`src/hdl/rsc_pkg.sv`:
```
package rsc_pkg;

  localparam int MaxSamplesDef = 1024;
  localparam int SampleBitsDef = 16;
  localparam int ValueBits     = 26;
  localparam int CfgBits       = 17;

  localparam logic [25:0] Vmax    = 26'h3FF_FFFF;
  localparam logic [16:0] One16   = 17'h10000;
  localparam logic [31:0] Ln2Q30  = 32'd744261118;
  localparam logic [31:0] Log2eQ24 = 32'd24204407;

  typedef enum logic [2:0] {
    MODE_MAX   = 3'd0,
    MODE_MIN   = 3'd1,
    MODE_MEAN  = 3'd2,
    MODE_SUM   = 3'd3,
    MODE_ALPHA = 3'd4,
    MODE_BEER  = 3'd5,
    MODE_NONE6 = 3'd6,
    MODE_NONE7 = 3'd7
  } mode_t;

  typedef enum logic [2:0] {
    REG_MODE    = 3'd0,
    REG_RLOW    = 3'd1,
    REG_RHIGH   = 3'd2,
    REG_OSCALE  = 3'd3,
    REG_EXT     = 3'd4
  } reg_idx_t;

  typedef enum logic [4:0] {
    ST_IDLE,
    ST_FOLD,
    ST_RDIV,
    ST_A_OP,
    ST_A_W,
    ST_A_COL,
    ST_A_ADD,
    ST_FIN,
    ST_MDIV,
    ST_B_X,
    ST_B_Y,
    ST_B_Z,
    ST_B_ZP,
    ST_B_DIV,
    ST_B_END,
    ST_OUT
  } state_t;

  typedef struct packed {
    logic        start;
    logic [63:0] num;
    logic [31:0] den;
  } div_req_t;

  typedef struct packed {
    logic        busy;
    logic        done;
    logic [63:0] quo;
  } div_rsp_t;

endpackage

```
`src/hdl/rsc_div.sv`:
```
module rsc_div
  import rsc_pkg::*;
(
  input  logic     clk,
  input  logic     rst,
  input  div_req_t req,
  output div_rsp_t rsp
);

  logic [63:0] quo;
  logic [63:0] num;
  logic [32:0] rem;
  logic [31:0] den;
  logic [6:0]  cnt;
  logic        busy;
  logic        done;
  logic [32:0] trial;
  logic [32:0] shifted;

  assign shifted = {rem[31:0], num[63]};
  assign trial   = shifted - {1'b0, den};

  // one quotient bit per cycle, restoring
  always_ff @(posedge clk) begin
    if (rst) begin
      busy <= 1'b0;
      done <= 1'b0;
      cnt  <= '0;
    end else begin
      done <= 1'b0;
      if (req.start) begin
        busy <= 1'b1;
        cnt  <= 7'd64;
      end else if (busy) begin
        cnt <= cnt - 7'd1;
        if (cnt == 7'd1) begin
          busy <= 1'b0;
          done <= 1'b1;
        end
      end
    end
  end

  always_ff @(posedge clk) begin
    if (req.start) begin
      num <= req.num;
      den <= req.den;
      rem <= '0;
      quo <= '0;
    end else if (busy) begin
      num <= {num[62:0], 1'b0};
      if (!trial[32]) begin
        rem <= trial;
        quo <= {quo[62:0], 1'b1};
      end else begin
        rem <= shifted;
        quo <= {quo[62:0], 1'b0};
      end
    end
  end

  assign rsp.busy = busy;
  assign rsp.done = done;
  assign rsp.quo  = quo;

endmodule

```
`src/hdl/ray_sample_compositor.sv`:
```
// Result: after the last sample is folded, max, min, sum, alpha and unused modes present the
// result word directly; mean first makes one 64-step shared divider pass and beer-lambert runs
// three multiplies, then seven Horner steps of a multiply and a divide by the Horner index.
// Input: a sample is taken once the previous one is folded; alpha adds opacity multiplies and,
// for a partial ramp, a divide. A held result word stalls input only once the next one is ready.
// Reset: synchronous, active high; restores register defaults and clears the ray state.
module ray_sample_compositor
  import rsc_pkg::*;
#(
  parameter int MAX_SAMPLES = MaxSamplesDef,
  parameter int SAMPLE_BITS = SampleBitsDef
) (
  input  logic                   clk,
  input  logic                   rst,
  input  logic                   cfg_we,
  input  logic [2:0]             cfg_index,
  input  logic [CfgBits-1:0]     cfg_data,
  input  logic                   in_valid,
  output logic                   in_stall,
  input  logic [SAMPLE_BITS-1:0] sample,
  input  logic                   last,
  output logic                   out_valid,
  input  logic                   out_stall,
  output logic [ValueBits-1:0]   value
);

  localparam int CntBits = $clog2(MAX_SAMPLES + 1);

  // configuration registers
  mode_t       mode;
  logic [15:0] ramp_low;
  logic [15:0] ramp_high;
  logic [16:0] opacity_scale;
  logic [15:0] extinction_coeff;

  // ray state
  logic [25:0]        running_value, running_value_next;
  logic [16:0]        alpha_total, alpha_total_next;
  logic [CntBits-1:0] samples_seen, samples_seen_next;
  logic               opaque_reached, opaque_reached_next;

  // captured word and scratch
  logic [15:0] v, v_next;
  logic        lst, lst_next;
  logic [63:0] acc, acc_next;
  logic [2:0]  k, k_next;
  logic [4:0]  ip, ip_next;
  logic [25:0] res, res_next;
  logic [31:0] hn, hn_next;
  logic        out_load;

  state_t   state, state_next;
  div_req_t dreq;
  div_rsp_t drsp;

  // shared multiplier: 32x32, operands picked by the sequencer
  logic [31:0] ma, mb;
  logic [63:0] mprod;
  assign mprod = ma * mb;

  rsc_div u_div (
    .clk (clk),
    .rst (rst),
    .req (dreq),
    .rsp (drsp)
  );

  // Reciprocals of the Horner index, scaled by 2^32; exact for dividends below 2^30.
  // Index one passes the dividend through.
  function automatic logic [31:0] recip_k(input logic [2:0] kk);
    logic [31:0] m;
    unique case (kk)
      3'd2:    m = 32'h8000_0000;
      3'd3:    m = 32'd1431655766;
      3'd4:    m = 32'h4000_0000;
      3'd5:    m = 32'd858993460;
      3'd6:    m = 32'd715827883;
      3'd7:    m = 32'd613566757;
      default: m = 32'd0;
    endcase
    return m;
  endfunction

  // ramp operands
  logic [16:0] num_s, den_s, an, ad;
  logic        num_neg, den_neg, ramp_zero;
  logic [16:0] sv16;
  always_comb begin
    sv16    = {1'b0, v};
    num_s   = sv16 - {1'b0, ramp_low};
    den_s   = {1'b0, ramp_high} - {1'b0, ramp_low};
    num_neg = num_s[16];
    den_neg = den_s[16];
    an      = num_neg ? (~num_s + 17'd1) : num_s;
    ad      = den_neg ? (~den_s + 17'd1) : den_s;
    ramp_zero = (den_s == '0) || (num_s == '0) || (num_neg != den_neg);
  end

  logic [15:0] vq;
  always_comb begin
    if (SAMPLE_BITS >= 16) vq = 16'(sample >> (SAMPLE_BITS - 16));
    else                   vq = 16'({{(16 - (SAMPLE_BITS < 16 ? SAMPLE_BITS : 15)){1'b0}},
                                     sample} << (16 - SAMPLE_BITS));
  end

  logic [26:0] sum27;
  logic [25:0] sat_sum;
  logic [16:0] sc;
  always_comb begin
    sum27   = {1'b0, running_value} + {11'd0, v};
    sat_sum = sum27[26] ? Vmax : sum27[25:0];
    sc      = (opacity_scale > One16) ? One16 : opacity_scale;
  end

  always_ff @(posedge clk) begin
    if (rst) begin
      mode             <= MODE_MAX;
      ramp_low         <= 16'd0;
      ramp_high        <= 16'hFFFF;
      opacity_scale    <= One16;
      extinction_coeff <= 16'd256;
    end else if (cfg_we) begin
      unique case (cfg_index)
        REG_MODE:   mode             <= mode_t'(cfg_data[2:0]);
        REG_RLOW:   ramp_low         <= cfg_data[15:0];
        REG_RHIGH:  ramp_high        <= cfg_data[15:0];
        REG_OSCALE: opacity_scale    <= cfg_data;
        REG_EXT:    extinction_coeff <= cfg_data[15:0];
        default: ;
      endcase
    end
  end

  always_ff @(posedge clk) begin
    if (rst) begin
      state          <= ST_IDLE;
      running_value  <= '0;
      alpha_total    <= '0;
      samples_seen   <= '0;
      opaque_reached <= 1'b0;
    end else begin
      state          <= state_next;
      running_value  <= running_value_next;
      alpha_total    <= alpha_total_next;
      samples_seen   <= samples_seen_next;
      opaque_reached <= opaque_reached_next;
    end
  end

  always_ff @(posedge clk) begin
    v   <= v_next;
    lst <= lst_next;
    acc <= acc_next;
    k   <= k_next;
    ip  <= ip_next;
    res <= res_next;
    hn  <= hn_next;
  end

  // output register: hold the result word until the receiver takes it
  always_ff @(posedge clk) begin
    if (rst) begin
      out_valid <= 1'b0;
    end else if (out_load) begin
      out_valid <= 1'b1;
    end else if (!out_stall) begin
      out_valid <= 1'b0;
    end
  end

  always_ff @(posedge clk) begin
    if (out_load) value <= res;
  end

  logic [17:0] alpha_sum;
  logic [63:0] p_cur;
  logic [31:0] half_n;
  logic [31:0] q_k;

  always_comb begin
    state_next          = state;
    running_value_next  = running_value;
    alpha_total_next    = alpha_total;
    samples_seen_next   = samples_seen;
    opaque_reached_next = opaque_reached;
    v_next   = v;
    lst_next = lst;
    acc_next = acc;
    k_next   = k;
    ip_next  = ip;
    res_next = res;
    hn_next  = hn;
    ma = '0;
    mb = '0;
    dreq = '0;
    in_stall  = 1'b1;
    out_load  = 1'b0;
    alpha_sum = '0;
    p_cur     = '0;
    q_k       = '0;
    half_n    = 32'(samples_seen >> 1);

    unique case (state)
      ST_IDLE: begin
        in_stall = 1'b0;
        if (in_valid) begin
          v_next     = vq;
          lst_next   = last;
          state_next = ST_FOLD;
        end
      end
      ST_FOLD: begin
        state_next = ST_FIN;
        if (samples_seen < CntBits'(MAX_SAMPLES)) begin
          samples_seen_next = samples_seen + 1'b1;
          unique case (mode)
            MODE_MAX: if (samples_seen == '0 || {10'd0, v} > running_value)
              running_value_next = {10'd0, v};
            MODE_MIN: if (samples_seen == '0 || {10'd0, v} < running_value)
              running_value_next = {10'd0, v};
            MODE_MEAN, MODE_SUM, MODE_BEER: running_value_next = sat_sum;
            MODE_ALPHA: begin
              if (!opaque_reached) begin
                if (ramp_zero) begin
                  // zero opacity leaves the running value and alpha unchanged
                  state_next = ST_FIN;
                end else if (an >= ad) begin
                  acc_next   = {47'd0, One16};
                  state_next = ST_A_OP;
                end else begin
                  dreq.start = 1'b1;
                  dreq.num   = {31'd0, an, 16'd0};
                  dreq.den   = {15'd0, ad};
                  state_next = ST_RDIV;
                end
              end
            end
            default: ;
          endcase
        end
      end
      ST_RDIV: begin
        if (drsp.done) begin
          acc_next   = drsp.quo;
          state_next = ST_A_OP;
        end
      end
      ST_A_OP: begin
        ma = acc[31:0];
        mb = {15'd0, sc};
        acc_next   = mprod >> 16;
        state_next = ST_A_W;
      end
      ST_A_W: begin
        ma = {15'd0, One16 - alpha_total};
        mb = acc[31:0];
        acc_next   = mprod >> 16;
        state_next = ST_A_COL;
      end
      ST_A_COL: begin
        ma = acc[31:0];
        mb = {16'd0, v};
        alpha_sum = {1'b0, alpha_total} + 18'(acc[16:0]);
        if ({6'd0, running_value} + 32'(mprod >> 16) > 32'(Vmax))
          running_value_next = Vmax;
        else
          running_value_next = 26'({6'd0, running_value} + 32'(mprod >> 16));
        if (alpha_sum >= {1'b0, One16}) begin
          alpha_total_next    = One16;
          opaque_reached_next = 1'b1;
        end else begin
          alpha_total_next = alpha_sum[16:0];
        end
        state_next = ST_FIN;
      end
      ST_FIN: begin
        if (!lst) begin
          state_next = ST_IDLE;
        end else begin
          unique case (mode)
            MODE_MAX, MODE_MIN, MODE_SUM, MODE_ALPHA: begin
              res_next   = running_value;
              state_next = ST_OUT;
            end
            MODE_MEAN: begin
              dreq.start = 1'b1;
              dreq.num   = {38'd0, running_value} + {32'd0, half_n};
              dreq.den   = 32'(samples_seen);
              state_next = ST_MDIV;
            end
            MODE_BEER: state_next = ST_B_X;
            default: begin
              res_next   = '0;
              state_next = ST_OUT;
            end
          endcase
        end
      end
      ST_MDIV: begin
        if (drsp.done) begin
          res_next   = drsp.quo[25:0];
          state_next = ST_OUT;
        end
      end
      ST_B_X: begin
        ma = {16'd0, extinction_coeff};
        mb = {6'd0, running_value};
        acc_next   = mprod >> 8;
        state_next = ST_B_Y;
      end
      ST_B_Y: begin
        // x < 2^34: split into two halves to keep within 32x32
        ma = acc[31:0];
        mb = Log2eQ24;
        acc_next   = (mprod >> 24) + ({30'd0, acc[33:32]} * {32'd0, Log2eQ24} << 8);
        state_next = ST_B_Z;
      end
      ST_B_Z: begin
        if (acc[63:16] >= 48'd17) begin
          res_next   = '0;
          state_next = ST_OUT;
        end else begin
          ip_next    = acc[20:16];
          ma = {16'd0, acc[15:0]};
          mb = Ln2Q30;
          acc_next   = {32'd0, 32'(mprod >> 16)} << 32 | 64'h4000_0000;
          k_next     = 3'd7;
          state_next = ST_B_ZP;
        end
      end
      ST_B_ZP: begin
        // acc[63:32] = z, acc[31:0] = p
        ma = acc[63:32];
        mb = acc[31:0];
        hn_next    = 32'(mprod >> 30);
        state_next = ST_B_DIV;
      end
      ST_B_DIV: begin
        // divide by the Horner index through a reciprocal multiply
        ma = hn;
        mb = recip_k(k);
        q_k      = (k == 3'd1) ? hn : mprod[63:32];
        p_cur    = 64'h4000_0000 - {32'd0, q_k};
        acc_next = {acc[63:32], p_cur[31:0]};
        if (k == 3'd1) state_next = ST_B_END;
        else begin
          k_next     = k - 3'd1;
          state_next = ST_B_ZP;
        end
      end
      ST_B_END: begin
        p_cur      = {32'd0, acc[31:0]} + (64'd1 << (13 + ip));
        res_next   = 26'(p_cur >> (14 + ip));
        state_next = ST_OUT;
      end
      ST_OUT: begin
        // load the result word once the output register is free
        if (!out_valid || !out_stall) begin
          out_load            = 1'b1;
          running_value_next  = '0;
          alpha_total_next    = '0;
          samples_seen_next   = '0;
          opaque_reached_next = 1'b0;
          state_next          = ST_IDLE;
        end
      end
      default: state_next = ST_IDLE;
    endcase
  end

  a_alpha_cap: assert property (@(posedge clk) disable iff (rst)
    alpha_total <= One16) else $error("alpha above one");
  a_opaque: assert property (@(posedge clk) disable iff (rst)
    opaque_reached |-> alpha_total == One16) else $error("opaque flag without full alpha");
  a_cnt: assert property (@(posedge clk) disable iff (rst)
    samples_seen <= CntBits'(MAX_SAMPLES)) else $error("sample count overrun");
  a_out_hold: assert property (@(posedge clk) disable iff (rst)
    out_valid && out_stall |=> out_valid && $stable(value)) else $error("result dropped");

endmodule

```
`config.mk`:
```
export PLATFORM = sky130hd
export DESIGN_NAME = ray_sample_compositor
export DESIGN_NICKNAME = d
export VERILOG_FILES = /design/src/hdl/rsc_pkg.sv /design/src/hdl/rsc_div.sv /design/src/hdl/ray_sample_compositor.sv
export SDC_FILE = /design/constraint.sdc
export NUM_CORES = 2
export LEC_CHECK = 0
export BUFFER_PORTS_ARGS = -buffer_cell sky130_fd_sc_hd__buf_2
export CAP_MARGIN = 10
export CORE_ASPECT_RATIO = 1.4
export CORE_UTILIZATION = 50
export CTS_CLUSTER_DIAMETER = 120
export DETAILED_ROUTE_END_ITERATION = 10
export PLACE_DENSITY = 0.72
export REMOVE_ABC_BUFFERS = 1
export SYNTH_ARGS = -nofsm -noshare
export SYNTH_HDL_FRONTEND = slang
export SYNTH_SLANG_ARGS = --single-unit
```
`constraint.sdc`:
```
create_clock -name clk -period 17.7 [get_ports clk]
set_clock_uncertainty 0.1 [all_clocks]
set_input_delay 0 -clock clk [delete_from_list [all_inputs] [get_ports clk]]
set_output_delay 0 -clock clk [all_outputs]
set_load 0.005 [all_outputs]
```
==> flow_summary.ini <==
[placement]
placed_area_um2 = 68730
placedCellCount = 9289
place_hpwl_mm = 209.5
gp_congestion = 1.097
pre_cts_ws_ns = 2.483
portBuffers = 69

[critical_path]
worst_ep_required_time_ns = 18.12
cpMaxStageDelayCell = dfxtp_1
reg2reg_depth = 41
rr_endpoint = running_value[12]
cpMostUsedCell = fa_1
slowest_delay_ns = 1.02
end_kind = flip-flop
worst_r2r_startpoint = state[0]
crit_type = flip-flop to flip-flop
rrSetupSlack_ns = 2.10
critPathLaunchType = flip-flop
arrival_ns = 16.02
worst-path-max-fanout = 33

[final_layout]
nets = 9083
fin_area_um2 = 71270
fin_cells = 9453
area_delta_synth_final_pct = 7.785
drive_above_1_share_pct = 6.094
fin_util_pct = 54.39

[power]
seqPwrFrac_pct = 29.7
clkPwrFrac_pct = 20.1
p_switching_mw = 3.086
p_comb_share_pct = 50.2
p_total_mw = 6.173
p_int_mw = 3.087
irDropWorstVdd_uv = 131.6
switching_share_pct = 49.99
leakage_nw = 31.91
power.density_nw_per_um2 = 86.62

[logic_synthesis]
synth_area_leaders = fa_1 27%, edfxtp_1 12%, ha_1 9.2%
synthesis.instances = 7696
yosysTopAreaCell = fa_1
synth_commonest_cells = 1,147 x inv_1, 1,071 x nand2_1, 903 x fa_1, 779 x nor2_1, 485 x ha_1
synth_edf_count = 254
avgSynthCellArea_um2 = 8.591
syn_area_um2 = 66120
ys_seq_area_share_pct = 18.59
synth-seq-cells = 487
yosys.cell_types.count = 103
synth_top_area_share_pct = 27.34
ys.flop_type = edfxtp_1
synth-async-reset-ratio_pct = 0
yosysMostFrequentCell = inv_1
synth.yosys.warnings = 0

[clocking]
cts_tree = built
cts_max_level = 2
cts.sinks = 487
ctsRootBufferMaster = clkbuf_16
ctsResizeCount = 0
postCtsSetupBuffers = 0
cts_buffers = 51
max-clock-path-buffers = 3
clkLatencyLatePin_ns = 0.68
clk_pin_slew_ns = 0.07

[floorplanning]
ios = 70
dieHeight_um = 432.3
die_w_um = 309.3
coreArea_um2 = 131000
row_count = 157
initial_core_util_pct = 50.46
die_area_um2 = 133700

[sta]
rsz0062_at_grt = no
fmax_ghz = 0.06412
setup_viol = 0
setup_tns_ns = 0
min_period_over_period_pct = 88.12
hold_violations = 0
drv_slew = 0
period_needed_ns = 15.60
maxSlewHeadroom_pct = 0.8647
finalWorstSetupSlack_ns = 2.103
tightest_slew_ns = 1.487
fin_hold_ws_ns = 0.02875

[route]
via_per_inst = 6.246
drc = 0
wl_per_cell_um = 28.70
vias = 59040
ant_nets = 0
drtIter0Drc = 6629
firstDrtPassIters = 10
drt-total-wl_mm = 271.3

[min_path]
whs_path_depth = 4
hp-class = input port to flip-flop
min_from = cfg_data[16]
holdPathEnd = opacity_scale[16]

[global_route]
grt_start_max_net_pins = 86
grt_pass1_wl_mm = 396.5
grt_pass1_vias = 60620
grt_overflow_total = 0
antenna_found_initial = 16
track_usage_pct = 41.07

[status]
status = finished, final reports clean

[run]
drv_cap = 0
[how the worst max path moves through the flow]
stage                  start                end  slack [ns]  cells after the start
floorplan           state[2]  running_value[11]        4.28                     39
global placement    state[0]  running_value[15]        2.54                     41
detailed placement  state[0]  running_value[12]        2.48                     41
CTS                 state[0]  running_value[12]        2.41                     41
global route        state[0]   running_value[9]        1.56                     43
finish              state[0]  running_value[12]        2.10                     41
[state kept, by name (all words and copies together), names as in the netlist, 3 cells and up]
| name | count |
|---|---|
| u_div.cnt | 7 |
| acc | 64 |
| ramp_high | 16 |
| opacity_scale | 17 |
| hn | 32 |
| u_div.den | 17 |
| alpha_total | 17 |
| running_value | 26 |
| value | 26 |
| k | 3 |
| u_div.num | 64 |
| ramp_low | 16 |
| u_div.rem | 32 |
| samples_seen | 11 |
| res | 26 |
| extinction_coeff | 16 |
| u_div.quo | 64 |
| mode | 3 |
| v | 16 |
| state | 4 |
| ip | 5 |
[power groups by stage]
stage / sequential [mW] / clock, mW / combinational [mW]
final: 1.84 / 1.24 / 3.10
after global routing: 1.82 / 1.28 / 3.26
after CTS: 1.80 / 1.25 / 2.98
after detailed placement: 1.82 / 0 / 2.95
after global placement: 1.82 / 0 / 2.92
after floorplan: 1.57 / 0 / 1.84
[worst max-delay path, delay by kind of cell, from the launching register on]
family | cells | cell delay, ns
fa+ha+maj | 10 | 4.85
buf+inv | 5 | 0.81
flops | 1 | 1.02
xor+xnor | 1 | 0.20
simple gates | 11 | 3.44
compound gates | 14 | 4.91
[cell usage in the layout, fill, tap and decap left out, drive strengths merged, types with 42 or more instances in the layout]
| cell type | Yosys | routed |
|---|---|---|
| and2 | 55 | 55 |
| a21o | 87 | 87 |
| nor2 | 780 | 780 |
| dlygate4sd3 | 0 | 59 |
| a21oi | 290 | 290 |
| clkbuf | 392 | 65 |
| nor4 | 52 | 52 |
| buf | 28 | 254 |
| inv | 1148 | 1156 |
| nand3 | 150 | 150 |
| o21ai | 266 | 266 |
| xnor2 | 176 | 176 |
| nand2 | 1072 | 1072 |
| nand2b | 50 | 50 |
| a222oi | 64 | 64 |
| fa | 903 | 903 |
| a22oi | 52 | 52 |
| mux2i | 106 | 106 |
| dfxtp | 233 | 233 |
| xor2 | 100 | 100 |
| ha | 485 | 485 |
| o211ai | 47 | 47 |
| nor3 | 114 | 114 |
| or3 | 42 | 42 |
| nor2b | 43 | 43 |
| o21bai | 45 | 45 |
| and3 | 93 | 93 |
| a211oi | 60 | 60 |
| edfxtp | 254 | 254 |
[per-layer routing]
metal / vias to the layer above / global-route usage, % / share of wire [%]
met5: - / 0 / 0.037
met4: 16 / 37.73 / 11
met3: 1217 / 8.913 / 9.2
met2: 3278 / 66.25 / 46
met1: 29300 / 45.02 / 33
li1: 25240 / - / -
[what timing repair did]
action,CTS,global route
hold buffers,59,0
setup endpoints to repair,0,0
hold endpoints to repair,93,0
[cell families (layout without fill, tap and decap cells)]
kind of cell | count (synthesis) | count (layout) | synth area share [%]
simple gates | 2594 | 2594 | 17.46
buf+inv | 1570 | 1559 | 8.970
fa+ha+maj | 1388 | 1388 | 36.52
compound gates | 1261 | 1261 | 12.97
flops | 487 | 487 | 18.59
xor+xnor | 276 | 276 | 3.656
mux | 119 | 119 | 1.826
other cells | 1 | 20 | 0.005672
[layout make-up]
class                      count  area, µm²
inverter                    1150       4319
timing repair buffer         313       2337
antenna                        8      20.02
multi-input combinational   5650      48190
clock inverter                31      429.2
sequential                   487      12300
clock buffer                  65       1485
tap                         1749       2188
fill                       12170      59760
No activity file was read; power rests on OpenSTA's default activity.
